`src/design/rud_pkg.sv`:
```
`default_nettype none

package rud_pkg;

    // Width of every operand and result field on the ports.
    localparam int FIELD_W = 16;

endpackage

`default_nettype wire

```
`src/design/restoring_unsigned_divider_top.sv`:
```
`default_nettype none

// Channel   | Ports                                   | Direction
// ----------+-----------------------------------------+----------
// operands  | s_valid s_ready s_dividend s_divisor    | in
// results   | m_valid m_ready m_quotient m_remainder  | out
//
// Cycles: one division per clock while m_ready is high; one
//   pipeline stage per dividend bit, each holding one WIDTH+2 bit subtract.
// Reset: aresetn is synchronous, active low, and empties every stage.
// Stalls: each stage moves on when the next one is empty or moving, so
//   bubbles close up and new operands keep entering while a result waits.
//   s_ready is low only when every stage holds an item and m_ready is low.
// Divisor zero returns an all-ones quotient and the dividend as remainder.
module restoring_unsigned_divider_top #(
    parameter int WIDTH = 16
) (
    input  wire logic                         aclk,
    input  wire logic                         aresetn,
    input  wire logic                         s_valid,
    output logic                              s_ready,
    input  wire logic [rud_pkg::FIELD_W-1:0]  s_dividend,
    input  wire logic [rud_pkg::FIELD_W-1:0]  s_divisor,
    output logic                              m_valid,
    input  wire logic                         m_ready,
    output logic [rud_pkg::FIELD_W-1:0]       m_quotient,
    output logic [rud_pkg::FIELD_W-1:0]       m_remainder
);

    import rud_pkg::*;

    // Stage boundaries: index 0 is the input, index WIDTH the output.
    logic [WIDTH:0]   valid_w;
    logic [WIDTH:0]   ready_w;
    logic [WIDTH-1:0] rem_w [0:WIDTH];
    logic [WIDTH-1:0] dq_w  [0:WIDTH];
    logic [WIDTH-1:0] div_w [0:WIDTH];

    // Fit the port fields to the internal width: drop or zero-fill top bits.
    generate
        if (WIDTH <= FIELD_W) begin : g_in_narrow
            assign dq_w[0]  = s_dividend[WIDTH-1:0];
            assign div_w[0] = s_divisor[WIDTH-1:0];
        end else begin : g_in_wide
            assign dq_w[0]  = {{(WIDTH-FIELD_W){1'b0}}, s_dividend};
            assign div_w[0] = {{(WIDTH-FIELD_W){1'b0}}, s_divisor};
        end
    endgenerate

    // The partial remainder starts at zero for every transfer.
    assign rem_w[0]   = '0;
    assign valid_w[0] = s_valid;
    assign s_ready    = ready_w[0];

    genvar gi;
    generate
        for (gi = 0; gi < WIDTH; gi++) begin : g_stage
            rud_stage #(
                .WIDTH (WIDTH)
            ) u_stage (
                .aclk      (aclk),
                .aresetn   (aresetn),
                .in_valid  (valid_w[gi]),
                .in_ready  (ready_w[gi]),
                .in_rem    (rem_w[gi]),
                .in_dq     (dq_w[gi]),
                .in_div    (div_w[gi]),
                .out_valid (valid_w[gi+1]),
                .out_ready (ready_w[gi+1]),
                .out_rem   (rem_w[gi+1]),
                .out_dq    (dq_w[gi+1]),
                .out_div   (div_w[gi+1])
            );
        end
    endgenerate

    // The last stage register is the output register.
    assign ready_w[WIDTH] = m_ready;
    assign m_valid        = valid_w[WIDTH];

    // After the last step dq holds only quotient bits; fit them to the port.
    generate
        if (WIDTH <= FIELD_W) begin : g_out_narrow
            assign m_quotient  = FIELD_W'(dq_w[WIDTH]);
            assign m_remainder = FIELD_W'(rem_w[WIDTH]);
        end else begin : g_out_wide
            assign m_quotient  = dq_w[WIDTH][FIELD_W-1:0];
            assign m_remainder = rem_w[WIDTH][FIELD_W-1:0];
        end
    endgenerate

`ifndef NO_ASSERTIONS
    // A finished division leaves a remainder below any nonzero divisor.
    a_rem_below_div: assert property (@(posedge aclk) disable iff (!aresetn)
        (valid_w[WIDTH] && (div_w[WIDTH] != '0)) |-> (rem_w[WIDTH] < div_w[WIDTH]))
        else $error("remainder not below divisor");

    // Divisor zero yields an all-ones quotient.
    a_div_zero: assert property (@(posedge aclk) disable iff (!aresetn)
        (valid_w[WIDTH] && (div_w[WIDTH] == '0)) |-> (&dq_w[WIDTH]))
        else $error("zero divisor without all-ones quotient");

    // Bubbles close up: operands are refused only when every stage is full.
    a_full_when_blocked: assert property (@(posedge aclk) disable iff (!aresetn)
        !s_ready |-> (&valid_w[WIDTH:1]))
        else $error("operand transfer refused with an empty stage");
`endif

endmodule

`default_nettype wire

```
`src/design/rud_stage.sv`:
```
`default_nettype none

// One restoring step: shift the partial remainder left, take in the next
// dividend bit, subtract the divisor when it fits, and record the quotient bit.
// The dividend bits leave dq at the top while quotient bits enter at the bottom.
module rud_stage #(
    parameter int WIDTH = 16
) (
    input  wire logic             aclk,
    input  wire logic             aresetn,
    input  wire logic             in_valid,
    output logic                  in_ready,
    input  wire logic [WIDTH-1:0] in_rem,
    input  wire logic [WIDTH-1:0] in_dq,
    input  wire logic [WIDTH-1:0] in_div,
    output logic                  out_valid,
    input  wire logic             out_ready,
    output logic [WIDTH-1:0]      out_rem,
    output logic [WIDTH-1:0]      out_dq,
    output logic [WIDTH-1:0]      out_div
);

    logic             valid_reg;
    logic [WIDTH-1:0] rem_reg;
    logic [WIDTH-1:0] dq_reg;
    logic [WIDTH-1:0] div_reg;

    logic [WIDTH+1:0] shifted;
    logic [WIDTH+1:0] trial;
    logic             fits;
    logic [WIDTH-1:0] rem_next;
    logic [WIDTH-1:0] dq_next;

    // Shifted remainder keeps the bit pushed out at the top; the extra
    // top bit of the trial difference is the borrow.
    assign shifted  = {1'b0, in_rem, in_dq[WIDTH-1]};
    assign trial    = shifted - {2'b00, in_div};
    assign fits     = ~trial[WIDTH+1];
    assign rem_next = fits ? trial[WIDTH-1:0] : shifted[WIDTH-1:0];
    assign dq_next  = {in_dq[WIDTH-2:0], fits};

    // Take a new item whenever this slot is empty or its item moves on.
    assign in_ready = ~valid_reg | out_ready;

    always_ff @(posedge aclk) begin
        if (!aresetn) begin
            valid_reg <= 1'b0;
        end else if (in_ready) begin
            valid_reg <= in_valid;
        end
    end

    always_ff @(posedge aclk) begin
        if (in_ready && in_valid) begin
            rem_reg <= rem_next;
            dq_reg  <= dq_next;
            div_reg <= in_div;
        end
    end

    assign out_valid = valid_reg;
    assign out_rem   = rem_reg;
    assign out_dq    = dq_reg;
    assign out_div   = div_reg;

endmodule

`default_nettype wire
```
`config.mk`:
```
export PLATFORM = sky130hd
export DESIGN_NAME = restoring_unsigned_divider_top
export DESIGN_NICKNAME = d
export VERILOG_FILES = /design/src/design/rud_pkg.sv /design/src/design/restoring_unsigned_divider_top.sv /design/src/design/rud_stage.sv
export SDC_FILE = /design/constraint.sdc
export NUM_CORES = 1
export LEC_CHECK = 0
export BUFFER_PORTS_ARGS = -buffer_cell sky130_fd_sc_hd__buf_2
export CAP_MARGIN = 25
export CELL_PAD_IN_SITES_DETAIL_PLACEMENT = 0
export CELL_PAD_IN_SITES_GLOBAL_PLACEMENT = 1
export CORE_UTILIZATION = 48
export DETAILED_ROUTE_END_ITERATION = 10
export PLACE_DENSITY = 0.71
export SLEW_MARGIN = 0
export SYNTH_ARGS = -nofsm -noshare
export SYNTH_HDL_FRONTEND = slang
export SYNTH_SLANG_ARGS = --single-unit
```
`constraint.sdc`:
```
create_clock -name aclk -period 8.07 [get_ports aclk]
set_input_delay 0.807 -clock aclk [delete_from_list [all_inputs] [get_ports aclk]]
set_output_delay 0.807 -clock aclk [all_outputs]
set_load 0.01 [all_outputs]
```
* Word level (Yosys, flattened, before mapping)
Cells that the tools add are included.
Widths: inputs -> output; s select.
** Word-level totals
- Register bits after elaboration :: 768
- Output and inout bits :: 34
** Cells by class
- Multiplexer cells :: 16
- $add $sub $neg :: 16
- Bitwise operators :: 48
- Reductions and logical operators :: 16
** Operators by type and width (number)
- $sub 17x16->18 :: 15
- $mux 16 :: 15
- $not 1->1 :: 32
- $sub 1x16->17 :: 1
- $logic_and 1x1->1 :: 16
- $or 1x1->1 :: 16
- $mux 1 :: 1

* Logic depth before layout (Yosys ltp)
- Depth after elaboration :: 18
- Depth in mapped cells :: 12
- Mapped depth without buffers :: 11

* Cells and area by module
A second synthesis with hierarchy kept.
** Unflattened totals
- Cell total of the unflattened synthesis :: 3255
- Area total of the unflattened synthesis :: 41828.9 sq um
** Modules (own cells, without submodules)
- rud_stage at g_stage[0].u_stage ... :: cells an instance 210, times used 7, area an instance 2647.5 sq um
- rud_stage at g_stage[3].u_stage ... :: cells an instance 204, times used 7, area an instance 2615.0 sq um
- rud_stage at g_stage[10].u_stage ... :: cells an instance 178, times used 2, area an instance 2493.6 sq um
- restoring_unsigned_divider_top :: cells an instance 1, times used 1, area an instance 3.8 sq um

* Worst setup path before layout
OpenSTA, ideal clock, no wires.
- Path kind :: input to register
- Start :: in m_ready
- End :: reg g_stage[1].u_stage.div_reg[0], enable pin
- Slack :: 2148 ps
- Data arrival time :: 5395 ps
- Data required time :: 7543 ps
- Buffers on the path :: 1
- Stages on the path :: 8
- Cell sequence :: and2b_1 nand3_1 nor2_1 and3_1 buf_2 and3_1 and2_1 a21boi_0
** On the way
- Cells in the longest elaborated chain, start to end :: 16
** RTL lines
- from (decl) :: line restoring_unsigned_divider_top.sv:25 : input wire logic m_ready,
- $or 1x1->1 (15 in series) :: line rud_stage.sv:43 : assign in_ready = ~valid_reg | out_ready;
- $logic_and 1x1->1 :: line rud_stage.sv:54 : if (in_ready && in_valid) begin
- to (signal assigned) :: line rud_stage.sv:57 : div_reg <= in_div;
- to (decl) :: line rud_stage.sv:26 : logic [WIDTH-1:0] div_reg;
Every way passes these cells.
A chain may end at the register's enable or synchronous reset.

* Worst setup path in the final report
- Start :: in m_ready
- End :: out s_ready
** On the way
- Cells in the longest elaborated chain, start to end :: 16
** RTL lines
- $or 1x1->1 (16 in series) :: line rud_stage.sv:43
- to (decl) :: line restoring_unsigned_divider_top.sv:21 : output logic s_ready,
Every way passes these cells.

==> run_results.csv <==
group,metric,value,unit
run_status,outcome,"finished, final reports clean",
pwr,p_leak,0.0159,uW
worst_setup_path,crit_required,7.26,ns
global_routing,grt_pass1_vias,22800,
pwr,ir_drop,0.000195,V
drt,dr_total_vias,22100,
logic_synthesis,async_flop_share,0,%
placed_design,placed_area,39000,um2
final_layout,drive_gt1_share,9.51,%
timing,slew_headroom,37.0,%
final_layout,fin_nets,3378,
final_layout,synthToLayoutAreaGrowth,12.0,%
logic_synthesis,synthFlopType,"edfxtp_1",
timing,finalSetupViolCount,0,
final_layout,final_cell_area,41800,um2
clock_tree,cts_root_buffer,"clkbuf_16",
worst_setup_path,crit_chain,"buf_2, and2b_1, nand3_1, nor2_1, and3_1, and3_1, and2_1, nand3_1, buf_2",
logic_synthesis,syn_inst,2959,
logic_synthesis,synth_cell_types,78,
logic_synthesis,seq_area_frac_synth,61.4,%
logic_synthesis,synthTopCellsByArea,"edfxtp_1 61%, ha_1 8.1%, inv_1 3.1%",
hold_path,hold_class,"in -> reg",
global_routing,grt_pass1_wl,108000,um
floorplan,rows,101,
global_routing,track_usage,16.8,%
timing,finalSetupTns,0,ns
clock_tree,htree_levels,3,
clock_tree,cts_buffers,84,
timing,worst_slew_pin_slew,0.945,ns
drt,finalWirelength,64700,um
floorplan,die-area,78800,um2
logic_synthesis,synth_edf_count,752,
pwr,power_density,203,nW/um2
clock_tree,clkLatencyLatePin,0.63,ns
placed_design,routabilityCongestion,0.824,
worst_setup_path,crit_slowest_cell,"and3_1",
logic_synthesis,synth_area,37300,um2
worst_setup_path,cp.arrival,3.37,ns
timing,fmax,239,MHz
worst_setup_path,path_max_fanout,9,
logic_synthesis,synth_top_area_share,60.5,%
global_routing,overflow,0,
placed_design,port-buffer-count,69,
final_layout,diodes,0,
drt,vias_per_cell,5.28,
clock_tree,cts_resized,0,
placed_design,dp_hpwl,48400,um
drt,ant_nets,0,
logic_synthesis,ys_warn_count,0,
clock_tree,cts_setup_buffers,0,
floorplan,start_util,48.8,%
logic_synthesis,synth.avg_cell_area,12.6,um2
clock_tree,clock_sinks,768,
timing,fin_skew,0.0288,ns
worst_setup_path,crit_type,"in -> out",
timing,fin_crit,4.18,ns
worst_setup_path,crit_path_max_incr_delay,0.55,ns
final_layout,fillCellCount,6246,
drt,first_iter_violations,966,
floorplan,coreArea,76500,um2
worst_setup_path,cp-start-kind,"input pin",
drt,drc,0,
run,drv_cap,0,
logic_synthesis,synth_seq_cells,768,
timing,final_max_slew_viol_count,0,
clock_tree,cts_tree,"built",
timing,hold_viol,0,
floorplan,dieHeight,281,um
clock_tree,cts.clk_slew.worst_paths,0.06,ns
clock_tree,cts_buffer_depth,3,
timing,period_share,51.7,%
clock_tree,cts_hold_buf,0,
floorplan,io_pins,70,
timing,rsz0062_at_grt,"false",
global_routing,grt_max_degree,49,
pwr,total_power,8490,uW
drt,wl_per_cell,15.5,um
drt,first_pass_iters,6,
floorplan,fp.dieW,281,um
logic_synthesis,synth_top_area_cell,"edfxtp_1",
worst_setup_path,cp-end-kind,"output pin",
global_routing,antenna_found_initial,0,
-- layer usage --
metal | GRT usage, % | vias up | wire length, um
li1 | - | 11000 | -
met4 | 7.05 | 0 | 2410
met3 | 2.64 | 164 | 1840
met1 | 16.7 | 10600 | 24200
met2 | 33.8 | 330 | 36300
met5 | 0 | - | 0
-- worst max-delay path, delay by kind of cell --
family	cells	cell delay [ns]
buf+inv	2	0.25
simple gates	7	2.30
-- sequential cells by signal (all words and copies together), names as in the netlist --
signal	flops
g_stage.u_stage.out_rem	256
g_stage.u_stage.out_div	240
g_stage.u_stage.out_dq	256
g_stage.u_stage.out_valid	16
-- metrics by stage --
step | hold slack, ns | std cells | setup WS (ns) | utilization, %
global route | 0.301 | 4183 | 3.61 | 54.6
detailed placement | 0.405 | 4026 | 3.90 | 51.0
global placement | 0.401 | 4021 | 3.90 | 50.9
CTS | 0.298 | 4180 | 3.86 | 54.6
floorplan | 0.400 | 2965 | 2.15 | -
finish | 0.346 | 4183 | 3.89 | 54.6
-- logic make-up (layout without fill, tap and decap cells) --
kind of cell               Yosys count  count (layout)  share of synthesized area (%)
AOI/OAI and AO/OA                  681             681                           11.5
xor gates and xnor gates           180             180                           4.23
adders and majority gates          257             257                           8.92
buffers and inverters              373             561                           4.12
DFF                                768             768                           61.4
muxes                               64              64                           1.90
other                                1               7                         0.0101
and+or+nand+nor                    635             635                           7.90
-- cells in the final DEF, fill, tap and decap left out, drive strengths merged, types with 51 or more instances in the layout --
master / count
ha: 242
xor2: 84
clkbuf: 107
xnor2: 96
buf: 94
inv: 316
a21o: 51
mux2: 51
edfxtp: 752
o21ai: 181
nand2: 201
nor2: 189
a21oi: 228
-- final cells by class --
| class | count | area, um2 | area share, % |
|---|---|---|---|
| inverter | 313 | 1170 | 2.81 |
| clock inverter | 47 | 529 | 1.27 |
| multi-input combinational | 1824 | 13100 | 31.3 |
| clock buffer | 107 | 2210 | 5.29 |
| sequential | 768 | 22900 | 54.8 |
| timing repair buffer | 94 | 598 | 1.43 |
| tap | 1030 | 1290 | 3.09 |
-- Yosys cell counts (13+ instances only) --
cell type,number
dfxtp_1,16
nand2b_1,49
o21a_1,46
a21o_1,51
nor3_1,41
xor2_1,84
nand4_1,15
or3_1,13
fa_1,15
o31a_1,13
nor2b_1,49
buf_4,21
a21oi_1,223
o21ai_0,177
and2_1,13
nand3_1,26
o211ai_1,20
nor4_1,14
edfxtp_1,752
nand2_1,201
ha_1,242
clkbuf_1,14
inv_1,313
mux2i_1,13
nor2_1,189
a211oi_1,18
mux2_2,50
a31oi_1,22
xnor2_1,96
o2111ai_1,14
buf_2,21
-- where the power goes --
| part | total, uW | internal, uW | switching (uW) | leakage, uW |
|---|---|---|---|---|
| Sequential | 4420 | 4400 | 29.1 | 0.00692 |
| Combinational | 323 | 138 | 185 | 0.00769 |
| Clock | 3750 | 2210 | 1540 | 0.00133 |
| Total | 8490 | 6740 | 1750 | 0.0159 |
-- path summary, 6_finish.rpt --
check                                                    from                             to  slack [ns]  depth (start not counted)
worst max-delay path                                  m_ready                        s_ready        3.89                          9
worst min-delay path                            s_dividend[6]   g_stage[0].u_stage.out_dq[7]        0.35                          1
worst max register to register  g_stage[2].u_stage.out_div[1]  g_stage[3].u_stage.out_rem[8]        4.76                          9
worst min register to register  g_stage[8].u_stage.out_dq[13]  g_stage[9].u_stage.out_dq[14]        0.41                          0
(Power assumes the default switching activity.)
